**src/hw/rtl/watchdog_and_cycle_latch_defines.svh**
```systemverilog
// Assertion macros shared by the watchdog block.
`ifndef WATCHDOG_AND_CYCLE_LATCH_DEFINES_SVH
`define WATCHDOG_AND_CYCLE_LATCH_DEFINES_SVH

// Same-cycle implication, checked outside reset.
`define WDCL_ASSERT_NOW(label, clk, rst_n, ante, cons, msg) \
    label: assert property (@(posedge clk) disable iff (!rst_n) (ante) |-> (cons)) \
        else $error(msg);

// Next-cycle implication, checked outside reset.
`define WDCL_ASSERT_NEXT(label, clk, rst_n, ante, cons, msg) \
    label: assert property (@(posedge clk) disable iff (!rst_n) (ante) |=> (cons)) \
        else $error(msg);

`endif

```
**src/hw/rtl/wdcl_pkg.sv**
```systemverilog
package wdcl_pkg;

    // Kind of item on the input channel.
    typedef enum logic [1:0] {
        MODE_TICK  = 2'd0,
        MODE_READ  = 2'd1,
        MODE_WRITE = 2'd2
    } t_mode;

    // Low two offset bits that carry a command when the latch bit is clear.
    typedef enum logic [1:0] {
        SUB_STOP  = 2'd0,
        SUB_START = 2'd3
    } t_sub;

    // Offset bit that selects the cycle-count latch bytes.
    localparam int LATCH_BIT = 2;

    // Values of window byte 0.
    localparam logic [7:0] RUN_MARK  = 8'h80;
    localparam logic [7:0] STOP_MARK = 8'h00;

    localparam int WIN_DEPTH   = 8;
    localparam int COUNT_WIDTH = 32;
    localparam int WDOG_WIDTH  = 24;

endpackage

```
**src/hw/rtl/watchdog_and_cycle_latch.sv**
```systemverilog
// Watchdog timer with a cycle-count latch behind an 8-byte register window.
// Path from input transfer to result transfer: input register, then result register; one item per
// cycle sustained while results are taken, set by the single update stage.
// Both stages advance while the result register is empty or being taken.
// Reset (i_rst_n low, synchronous) clears the window, counters and both valid flags.
`include "watchdog_and_cycle_latch_defines.svh"

module watchdog_and_cycle_latch (
    input  logic       i_clk,
    input  logic       i_rst_n,
    input  logic       i_valid,
    output logic       o_ready,
    input  logic [1:0] i_mode,
    input  logic [2:0] i_offset,
    input  logic [7:0] i_write_byte,
    output logic       o_valid,
    input  logic       i_ready,
    output logic [7:0] o_read_byte,
    output logic       o_expired,
    output logic       o_running
);

    // Input register stage.
    logic                r_in_valid;
    wdcl_pkg::t_mode     r_in_mode;
    logic [2:0]          r_in_off;
    logic [7:0]          r_in_byte;

    // Block state.
    logic [7:0] r_window [wdcl_pkg::WIN_DEPTH];
    logic [7:0] n_window [wdcl_pkg::WIN_DEPTH];
    logic [wdcl_pkg::COUNT_WIDTH-1:0] r_cycle_count, n_cycle_count;
    logic [wdcl_pkg::WDOG_WIDTH-1:0]  r_reload, n_reload;
    logic [wdcl_pkg::WDOG_WIDTH-1:0]  r_remaining, n_remaining;
    logic                             r_armed, n_armed;

    // Result register stage.
    logic       r_out_valid;
    logic [7:0] r_read_byte, n_read_byte;
    logic       r_expired, n_expired;
    logic       r_running;

    logic out_free;
    logic proc_fire;

    // Handshake: the update stage fires when the result register can take a result.
    assign out_free  = !r_out_valid || i_ready;
    assign proc_fire = r_in_valid && out_free;
    assign o_ready   = !r_in_valid || proc_fire;

    // Capture the input transfer.
    always_ff @(posedge i_clk) begin
        if (!i_rst_n) begin
            r_in_valid <= 1'b0;
        end else if (o_ready) begin
            r_in_valid <= i_valid;
        end
        if (o_ready && i_valid) begin
            r_in_mode <= wdcl_pkg::t_mode'(i_mode);
            r_in_off  <= i_offset;
            r_in_byte <= i_write_byte;
        end
    end

    // Next state and result of the item held in the input register.
    always_comb begin
        n_window      = r_window;
        n_cycle_count = r_cycle_count;
        n_reload      = r_reload;
        n_remaining   = r_remaining;
        n_armed       = r_armed;
        n_read_byte   = 8'h00;
        n_expired     = 1'b0;
        case (r_in_mode)
            wdcl_pkg::MODE_TICK: begin
                n_cycle_count = r_cycle_count + 1'b1;
                if (r_armed) begin
                    // A count of zero or one elapses on this tick.
                    if (r_remaining[wdcl_pkg::WDOG_WIDTH-1:1] == '0) begin
                        n_expired   = 1'b1;
                        n_armed     = 1'b0;
                        n_remaining = '0;
                    end else begin
                        n_remaining = r_remaining - 1'b1;
                    end
                end
            end
            wdcl_pkg::MODE_READ: begin
                n_read_byte = r_window[r_in_off];
                // Reading a control byte retriggers a running countdown.
                if (!r_in_off[wdcl_pkg::LATCH_BIT] && r_armed) begin
                    n_remaining = r_reload;
                end
            end
            wdcl_pkg::MODE_WRITE: begin
                n_window[r_in_off] = r_in_byte;
                if (r_in_off[wdcl_pkg::LATCH_BIT]) begin
                    // Latch the cycle count, little endian, into bytes 4 to 7.
                    n_window[4] = r_cycle_count[7:0];
                    n_window[5] = r_cycle_count[15:8];
                    n_window[6] = r_cycle_count[23:16];
                    n_window[7] = r_cycle_count[31:24];
                end else begin
                    case (wdcl_pkg::t_sub'(r_in_off[1:0]))
                        wdcl_pkg::SUB_STOP: begin
                            n_armed     = 1'b0;
                            n_remaining = '0;
                            n_reload    = '0;
                            n_window[0] = wdcl_pkg::STOP_MARK;
                        end
                        wdcl_pkg::SUB_START: begin
                            n_reload    = {r_in_byte, r_window[2], r_window[1]};
                            n_remaining = {r_in_byte, r_window[2], r_window[1]};
                            n_armed     = 1'b1;
                            n_window[0] = wdcl_pkg::RUN_MARK;
                        end
                        default: begin
                        end
                    endcase
                end
            end
            default: begin
            end
        endcase
    end

    // State update, one item per cycle while the result register can take a result.
    always_ff @(posedge i_clk) begin
        if (!i_rst_n) begin
            for (int k = 0; k < wdcl_pkg::WIN_DEPTH; k++) begin
                r_window[k] <= 8'h00;
            end
            r_cycle_count <= '0;
            r_reload      <= '0;
            r_remaining   <= '0;
            r_armed       <= 1'b0;
        end else if (proc_fire) begin
            r_window      <= n_window;
            r_cycle_count <= n_cycle_count;
            r_reload      <= n_reload;
            r_remaining   <= n_remaining;
            r_armed       <= n_armed;
        end
    end

    // Result register.
    always_ff @(posedge i_clk) begin
        if (!i_rst_n) begin
            r_out_valid <= 1'b0;
        end else if (out_free) begin
            r_out_valid <= r_in_valid;
        end
        if (proc_fire) begin
            r_read_byte <= n_read_byte;
            r_expired   <= n_expired;
            r_running   <= n_armed;
        end
    end

    assign o_valid     = r_out_valid;
    assign o_read_byte = r_read_byte;
    assign o_expired   = r_expired;
    assign o_running   = r_running;

    // Checks on the countdown and the window.
    `WDCL_ASSERT_NOW(a_expired_stops, i_clk, i_rst_n, o_valid && o_expired, !o_running,
        "expiry reported while still running")
    `WDCL_ASSERT_NOW(a_stopped_zero, i_clk, i_rst_n, !r_armed, r_remaining == '0,
        "remaining count nonzero while stopped")
    `WDCL_ASSERT_NOW(a_byte0_mark, i_clk, i_rst_n, 1'b1,
        r_window[0] == wdcl_pkg::RUN_MARK || r_window[0] == wdcl_pkg::STOP_MARK,
        "window byte 0 holds neither mark")
    `WDCL_ASSERT_NEXT(a_tick_count, i_clk, i_rst_n,
        proc_fire && r_in_mode == wdcl_pkg::MODE_TICK,
        r_cycle_count == $past(r_cycle_count) + 32'd1,
        "cycle count did not advance on a tick")

endmodule
```
**config.mk**
```make
export PLATFORM = sky130hd
export DESIGN_NAME = watchdog_and_cycle_latch
export DESIGN_NICKNAME = d
export VERILOG_FILES = /design/src/hw/rtl/wdcl_pkg.sv /design/src/hw/rtl/watchdog_and_cycle_latch.sv
export VERILOG_INCLUDE_DIRS = /design/src /design/src/hw/rtl
export SDC_FILE = /design/constraint.sdc
export NUM_CORES = 1
export LEC_CHECK = 0
export BUFFER_PORTS_ARGS = -buffer_cell sky130_fd_sc_hd__buf_2
export CELL_PAD_IN_SITES_DETAIL_PLACEMENT = 0
export CELL_PAD_IN_SITES_GLOBAL_PLACEMENT = 1
export CORE_ASPECT_RATIO = 0.75
export CORE_UTILIZATION = 43
export CTS_CLUSTER_DIAMETER = 80
export DETAILED_ROUTE_END_ITERATION = 10
export PLACE_DENSITY_LB_ADDON = 0.05
export SLEW_MARGIN = 5
export SYNTH_ARGS = -nofsm -noshare
export SYNTH_HDL_FRONTEND = slang
export SYNTH_SLANG_ARGS = --single-unit
```
**constraint.sdc**
```tcl
create_clock -name i_clk -period 2.3 [get_ports i_clk]
set_clock_uncertainty 0.05 [all_clocks]
set_input_delay 0.46 -clock i_clk [delete_from_list [all_inputs] [get_ports i_clk]]
set_output_delay 0.46 -clock i_clk [all_outputs]
set_load 0.05 [all_outputs]
```
==> reports/summary.md, run 1 <==
* **unrepaired setup endpoints after global routing** yes
* **most frequent cells in the layout** sky130_fd_sc_hd__dfxtp_1 (142), sky130_fd_sc_hd__nand2_1 (137), sky130_fd_sc_hd__nor2_1 (80)
* **starting utilization of the core area** 44.2%
* **Avg Cell Area, Syn** 8.90 um^2
* **routed wire length** 22,600 um
* **primary flip-flop cell chosen by synthesis mapping** sky130_fd_sc_hd__dfxtp_1
* **remaining global-route overflow** 0
* **vias per cell** 5.80
* **post-layout util** 53.0%
* **count of placed standard cells in the final layout, fillers left out** 1,186
* **summed instance area of the synthesized netlist** 0.00788 mm^2
* **area of the core region** 0.0178 mm^2
* **I/O Pins** 29
* **number of inserted diodes** 0
* **initial antenna violation count** 0
* **Cells after Synth** 886
* **Place WS** -25.7 ps
* **largest net degree at the start of global routing** 119
* **first-pass detailed-route iteration total** 7
* **Die Outline Area** 0.0189 mm^2
* **total number of H-tree levels** 4
* **Yosys warning count** 0
* **Worst slew margin** 61.6%
* **global-route wire length before repair** 36,100 um
* **overall via count from detail_route** 6,882
* **final RePlAce weighted congestion** 0.858
* **Hold Violations, Final** 0
* **worst-case setup margin in the final layout** -21.5 ps
* **total global-route track usage** 25.4%
* **type of the worst setup path** reg2reg
* **number of global-route vias before repair** 6,445
* **Placed Cells** 1,153
* **Req. time, crit path** 2560 ps
* **category of the worst setup path capture point** flop
* **input/output buffers** 28
* **Power Dens Cells** 728 mW/mm^2
* **leading cell types by total area after synthesis** sky130_fd_sc_hd__dfxtp_1 (37%), sky130_fd_sc_hd__edfxtp_1 (8.8%), sky130_fd_sc_hd__nand2_1 (6.6%), sky130_fd_sc_hd__a21oi_1 (4.8%), sky130_fd_sc_hd__mux2i_1 (4.1%)
* **run status** complete, but fails checks
* **nets** 955
* **sequential-to-total area share from yosys stat** 46.1%
* **Post-synth ARST share** 0%
* **CTS tree** done
* **Post-synth EDFFs** 23
* **Residual DRC** 0
* **synthesis-to-finish area growth** 19.8%
* **die height** 119 um
* **post-layout min period** 2320 ps
* **Max rail drop VDD** 0.000486 V
* **std cell rows** 42
* **total power consumption of the routed design** 6870 uW
* **clock root cell** sky130_fd_sc_hd__clkbuf_16
* **number of antenna-violating nets in the routed design** 0
* **Reg clk slew, reported paths** 60 ps
* **clock sink total** 170
* **slew at the pin closest to its max-slew limit** 576 ps
* **commonest non-fill, non-tap cell in the layout** sky130_fd_sc_hd__dfxtp_1
* **arrival time of the worst setup path** 2580 ps
* **DP Wirelength** 16,100 um
* **max_cap viols** 0
* **drt first-iter violations** 691
* **endpoints failing setup** 6
* **CTS buffer count** 17
* **leak pwr** 0.00331 uW
* **hold buffer count at CTS** 0
* **Hold WC Path Type** in2reg
* **critical path peak fanout** 22
* **Clock Tree Buf Depth** 2
* **detailed-route wire length per cell** 19.1 um
* **total of flip-flops plus latches after synthesis** 170
* **ratio of final minimum period to clock period** 101%
* **number of pins with negative max-slew slack in the final report** 0
* **clk_lat worst skew** 430 ps
* **violated checks** negative setup slack
* **fmax** 431 MHz
* **Cell variety after synth** 65
* **floorplan die width** 158 um
* **category of the worst setup path launch point** flop
* **cell taking the most area after synthesis** sky130_fd_sc_hd__dfxtp_1
* **total nets after synthesis** 910
* **share of Yosys cell area claimed by the top area cell type** 37.3%
* **fraction of final layout cells sized beyond drive strength 1** 19.2%
[Yosys cell counts, types with 9 or more instances]
master	count
sky130_fd_sc_hd__o21ai_1	13
sky130_fd_sc_hd__a22o_1	9
sky130_fd_sc_hd__mux4_2	14
sky130_fd_sc_hd__or3_1	12
sky130_fd_sc_hd__a32o_1	10
sky130_fd_sc_hd__edfxtp_1	23
sky130_fd_sc_hd__nor2_1	81
sky130_fd_sc_hd__mux2i_1	32
sky130_fd_sc_hd__a22oi_1	15
sky130_fd_sc_hd__nand2_1	138
sky130_fd_sc_hd__a21oi_1	76
sky130_fd_sc_hd__nand3_1	44
sky130_fd_sc_hd__clkbuf_1	58
sky130_fd_sc_hd__dfxtp_1	147
sky130_fd_sc_hd__xnor2_1	23
sky130_fd_sc_hd__nor4_1	16
sky130_fd_sc_hd__nor3_1	24
sky130_fd_sc_hd__inv_1	13
sky130_fd_sc_hd__o21ai_0	17
[sequential cells by signal (all words and copies together), names as in the netlist]
name,cells
r_in_off,3
o_valid,1
o_running,1
r_reload,24
r_remaining,24
r_window,64
r_in_valid,1
r_in_byte,8
r_cycle_count,32
r_armed,1
r_in_mode,2
o_read_byte,8
o_expired,1
[layer usage]
layer / share of wire, % / track usage (%)
met1: 51 / 39.2
met2: 41 / 34.0
met3: 6.4 / 7.02
met4: 0.96 / 6.43
met5: 0 / 0
[metrics by stage]
stage / instance area (um^2) / hold WS (ps) / TNS [ps]
finish: 9440 / 155 / -77.3
global placement: 8650 / 389 / -6.09
detailed placement: 8650 / 396 / -85.6
global route: 9440 / 139 / -570
floorplan: 7900 / 381 / 0
CTS: 9300 / 140 / -9.40
[timing repair]
action | CTS | global route
pin swaps | 1 | 0
endpoints found under the setup margin | 11 | 58
gates resized for setup | 3 | 32
setup buffers | 0 | 1
[worst paths after layout]
| check | from | endpoint | slack, ps | depth (start not counted) |
|---|---|---|---|---|
| worst min-delay path | i_write_byte[1] | r_in_byte[1] | 150 | 1 |
| worst max register to register | r_remaining[19] | r_remaining[5] | -20 | 6 |
| worst min register to register | r_reload[15] | r_reload[15] | 400 | 2 |
| worst max-delay path | r_remaining[19] | r_remaining[5] | -20 | 6 |
[power by group]
part / leakage [uW] / total, uW / switching, uW / internal [uW]
combinational: 0.00159 / 698 / 441 / 257
clock: 0.000310 / 3090 / 1190 / 1900
sequential: 0.00141 / 3080 / 40.8 / 3040
total: 0.00331 / 6870 / 1670 / 5200
[cell type report]
type                    instances  area, um^2
clock inverters                 9         133
clock buffers                  23         510
multi-input cells             632        4070
inverters                      16        62.6
repair buffers                 94         727
well taps                     242         303
fillers                      1630        8370
flip-flops and latches        170        3640
[worst max-delay path, stage by stage, from the launching register on]
cell                      delay (ps)
sky130_fd_sc_hd__dfxtp_2         320
sky130_fd_sc_hd__or4_4           570
sky130_fd_sc_hd__or4_4           560
sky130_fd_sc_hd__o21ai_4         180
sky130_fd_sc_hd__buf_12          180
sky130_fd_sc_hd__o21ai_1          80
sky130_fd_sc_hd__a32o_1          250
[cells by family (layout without fill, tap and decap cells)]
| logic type | Yosys count | in the layout | synth area share (%) |
|---|---|---|---|
| DFF | 170 | 170 | 46.1 |
| adders and majority gates | 7 | 7 | 1.11 |
| buffers and inverters | 84 | 142 | 4.24 |
| and+or+nand+nor | 360 | 360 | 21.7 |
| AOI/OAI and AO/OA | 192 | 192 | 15.8 |
| xor gates and xnor gates | 25 | 25 | 2.78 |
| muxes | 48 | 48 | 8.35 |
Power figures use the tool's default switching activity.
==> inputs of run 2 (changes only) <==
--- a/config.mk
+++ b/config.mk
@@ -6,11 +6,12 @@
 export SDC_FILE = /design/constraint.sdc
 export NUM_CORES = 1
 export LEC_CHECK = 0
-export BUFFER_PORTS_ARGS = -buffer_cell sky130_fd_sc_hd__buf_2
+export ABC_AREA = 1
+export BUFFER_PORTS_ARGS = -buffer_cell sky130_fd_sc_hd__buf_4
 export CELL_PAD_IN_SITES_DETAIL_PLACEMENT = 0
 export CELL_PAD_IN_SITES_GLOBAL_PLACEMENT = 1
 export CORE_ASPECT_RATIO = 0.75
-export CORE_UTILIZATION = 43
+export CORE_UTILIZATION = 41
 export CTS_CLUSTER_DIAMETER = 80
 export DETAILED_ROUTE_END_ITERATION = 10
 export PLACE_DENSITY_LB_ADDON = 0.05
==> constraint.sdc (replaced) <==
create_clock -name i_clk -period 2 [get_ports i_clk]
set_clock_uncertainty 0.05 [all_clocks]
set_input_delay 0.4 -clock i_clk [delete_from_list [all_inputs] [get_ports i_clk]]
set_output_delay 0.4 -clock i_clk [all_outputs]
set_load 0.05 [all_outputs]
==> run 2 against run 1 <==
- flip-flop and latch count did not move
- first-iteration DRC count did not move
- cell count rose by 31%
- routed wire length rose by 16%
- highest routed layer unchanged
- maximum frequency rose by 22%
- setup slack improved by 130 ps
- die area rose by 13%
- worst hold slack got worse by 57 ps
- power rose by 15%
- synthesized cell count rose by 38%
- critical path depth rose by 1
- the flow now finishes without violations
==> reports/summary.md, run 2 <==
* **run status** finished clean
* **overall via count from detail_route** 7,949
* **Max rail drop VDD** 0.000494 V
* **cell taking the most area after synthesis** sky130_fd_sc_hd__dfxtp_1
* **Die Outline Area** 0.0214 mm^2
* **total global-route track usage** 25.3%
* **critical path peak fanout** 48
* **floorplan die width** 169 um
* **summed instance area of the synthesized netlist** 0.00854 mm^2
* **number of buffers added for setup after CTS** 0
* **fraction of final layout cells sized beyond drive strength 1** 12.0%
* **Place WS** 107 ps
* **combinational share of power** 12.8%
* **Avg Cell Area, Syn** 6.98 um^2
* **most frequent cell after synthesis** sky130_fd_sc_hd__nand2_1
* **hold buffer count at CTS** 0
* **Power Dens Cells** 803 mW/mm^2
* **clock sink total** 170
* **drt first-iter violations** 691
* **number of pins with negative max-slew slack in the final report** 0
* **detailed-route wire length per cell** 16.9 um
* **CTS tree** done
* **remaining global-route overflow** 0
* **worst r2r src** r_in_off[0]
* **post-layout util** 48.3%
* **fmax** 528 MHz
* **synthesis-to-finish area growth** 15.0%
* **total nets after synthesis** 1,248
* **worst hold slack** 97.2 ps
* **vias per cell** 5.12
* **input/output buffers** 28
* **std cell rows** 45
* **worst setup path endpoint** r_remaining[18]
* **number of cells traversed by the worst register-to-register path** 7
* **leading registers by flop count** r_window: 64 flops, r_cycle_count: 32 flops
* **Yosys warning count** 0
* **commonest non-fill, non-tap cell in the layout** sky130_fd_sc_hd__nand2_1
* **Post-synth EDFFs** 23
* **type of the worst setup path** reg2reg
* **CTS buffer count** 17
* **cell types with the highest counts after synthesis** sky130_fd_sc_hd__nand2_1 (295), sky130_fd_sc_hd__nor2_1 (177), sky130_fd_sc_hd__a21oi_1 (155), sky130_fd_sc_hd__dfxtp_1 (147), sky130_fd_sc_hd__inv_1 (91)
* **start point of the critical path** r_in_off[0]
* **starting utilization of the core area** 42.0%
* **fill cell instance count of the final layout** 2,133
* **Register-to-Register Setup Slack** 100 ps
* **Hold Violations, Final** 0
* **leak pwr** 0.00395 uW
* **Cells after Synth** 1,224
* **Pint** 5660 uW
* **area of the core region** 0.0203 mm^2
* **Hold WC Path Type** in2reg
* **Crit Reg-Reg Endpoint** r_remaining[18]
* **final RePlAce weighted congestion** 0.877
* **clk_lat worst skew** 430 ps
* **arrival time of the worst setup path** 2200 ps
* **register share of total power** 45.6%
* **I/O Pins** 29
* **endpoints failing setup** 0
* **Cell variety after synth** 39
* **max_cap viols** 0
* **most frequent cells in the layout** sky130_fd_sc_hd__nand2_1 (295), sky130_fd_sc_hd__nor2_1 (176), sky130_fd_sc_hd__a21oi_1 (154)
* **category of the worst setup path capture point** flop
* **first-pass detailed-route iteration total** 5
* **number of cells upsized or downsized after cts** 0
* **Req. time, crit path** 2310 ps
* **total number of H-tree levels** 4
* **Sw Pwr** 2230 uW
* **number of global-route vias before repair** 7,112
* **ratio of final minimum period to clock period** 94.8%
* **sequential-to-total area share from yosys stat** 42.5%
* **Post-synth ARST share** 0%
* **switching portion of total power** 28.2%
* **post-layout min period** 1900 ps
* **Reg clk slew, reported paths** 70 ps
* **share of power burned in the clock network** 41.6%
* **Clock Tree Buf Depth** 2
* **slew at the pin closest to its max-slew limit** 481 ps
* **initial antenna violation count** 0
* **leading cell types by total area after synthesis** sky130_fd_sc_hd__dfxtp_1 (34%), sky130_fd_sc_hd__nand2_1 (13%), sky130_fd_sc_hd__a21oi_1 (9.1%), sky130_fd_sc_hd__edfxtp_1 (8.1%), sky130_fd_sc_hd__nor2_1 (7.8%)
* **routed wire length** 26,300 um
* **share of Yosys cell area claimed by the top area cell type** 34.5%
* **number of antenna-violating nets in the routed design** 0
* **DP Wirelength** 19,300 um
* **largest net degree at the start of global routing** 55
* **total of flip-flops plus latches after synthesis** 170
* **global-route wire length before repair** 41,200 um
* **worst-case setup margin in the final layout** 105 ps
* **Residual DRC** 0
* **Worst slew margin** 67.7%
* **number of flip-flops under the largest register name** 64
* **primary flip-flop cell chosen by synthesis mapping** sky130_fd_sc_hd__dfxtp_1
* **total power consumption of the routed design** 7880 uW
* **register containing the most flip-flops in the final layout** r_window
* **category of the worst setup path launch point** flop
* **number of inserted diodes** 0
* **nets** 1,284
* **die height** 127 um
* **clock root cell** sky130_fd_sc_hd__clkbuf_16
## run 2: cell type report
| cell class | instances | area (um^2) | area share (%) |
|---|---|---|---|
| multi-input cells | 890 | 4240 | 43.2 |
| clock inverters | 12 | 114 | 1.16 |
| repair buffers | 71 | 616 | 6.27 |
| well taps | 282 | 353 | 3.59 |
| flip-flops and latches | 170 | 3630 | 37.0 |
| clock buffers | 19 | 454 | 4.62 |
| inverters | 110 | 413 | 4.20 |
## run 2: metal layers
| layer | vias up | global-route usage (%) | wire, um |
|---|---|---|---|
| met5 | - | 0 | 0 |
| li1 | 4084 | - | - |
| met3 | 17 | 4.89 | 1440 |
| met1 | 3666 | 41.9 | 15100 |
| met2 | 182 | 32.0 | 9530 |
| met4 | 0 | 5.99 | 238 |
## run 2: power groups by stage
| stage | sequential (uW) | combinational, uW | clock (uW) |
|---|---|---|---|
| global placement | 3670 | 999 | 0 |
| global route | 3600 | 1130 | 3470 |
| finish | 3600 | 1010 | 3280 |
| floorplan | 3690 | 678 | 0 |
| CTS | 3600 | 1010 | 3350 |
| detailed placement | 3670 | 1000 | 0 |
## run 2: cells by family after synthesis
group           after synthesis  synth area share (%)
xor+xnor                     16                  1.64
buf+inv                     164                  7.97
flops                       170                  42.5
compound gates              273                  17.2
fa+ha+maj                     7                  1.03
simple gates                594                  29.7
## run 2: worst min-delay path by stage
stage / startpoint / endpoint / slack (ps) / depth (start not counted)
6_report: i_write_byte[5] / r_in_byte[5] / 100 / 1
5_1_grt: i_write_byte[5] / r_in_byte[5] / 70 / 1
4_1_cts: i_write_byte[6] / r_in_byte[6] / 80 / 1
3_5_place_dp: r_window[31] / r_window[31] / 400 / 2
3_3_place_gp: r_window[17] / r_window[17] / 390 / 2
2_1_floorplan: r_window[10] / r_window[10] / 380 / 2
## run 2: worst max-delay path, cell delays in order (launching register included)
cell                       delay [ps]
sky130_fd_sc_hd__edfxtp_1         470
sky130_fd_sc_hd__ha_1             290
sky130_fd_sc_hd__o21ai_1          290
sky130_fd_sc_hd__nand2_1           90
sky130_fd_sc_hd__nand4_1          130
sky130_fd_sc_hd__buf_12           240
sky130_fd_sc_hd__nor2_1            70
sky130_fd_sc_hd__a21oi_1          170
## run 2: stage by stage
step	TNS, ps	std cells	instance area [um^2]
2_1_floorplan	0	1224	8550
3_3_place_gp	0	1523	9240
3_5_place_dp	0	1523	9240
4_1_cts	0	1554	9800
5_1_grt	-0.550	1554	9820
6_report	0	1554	9820
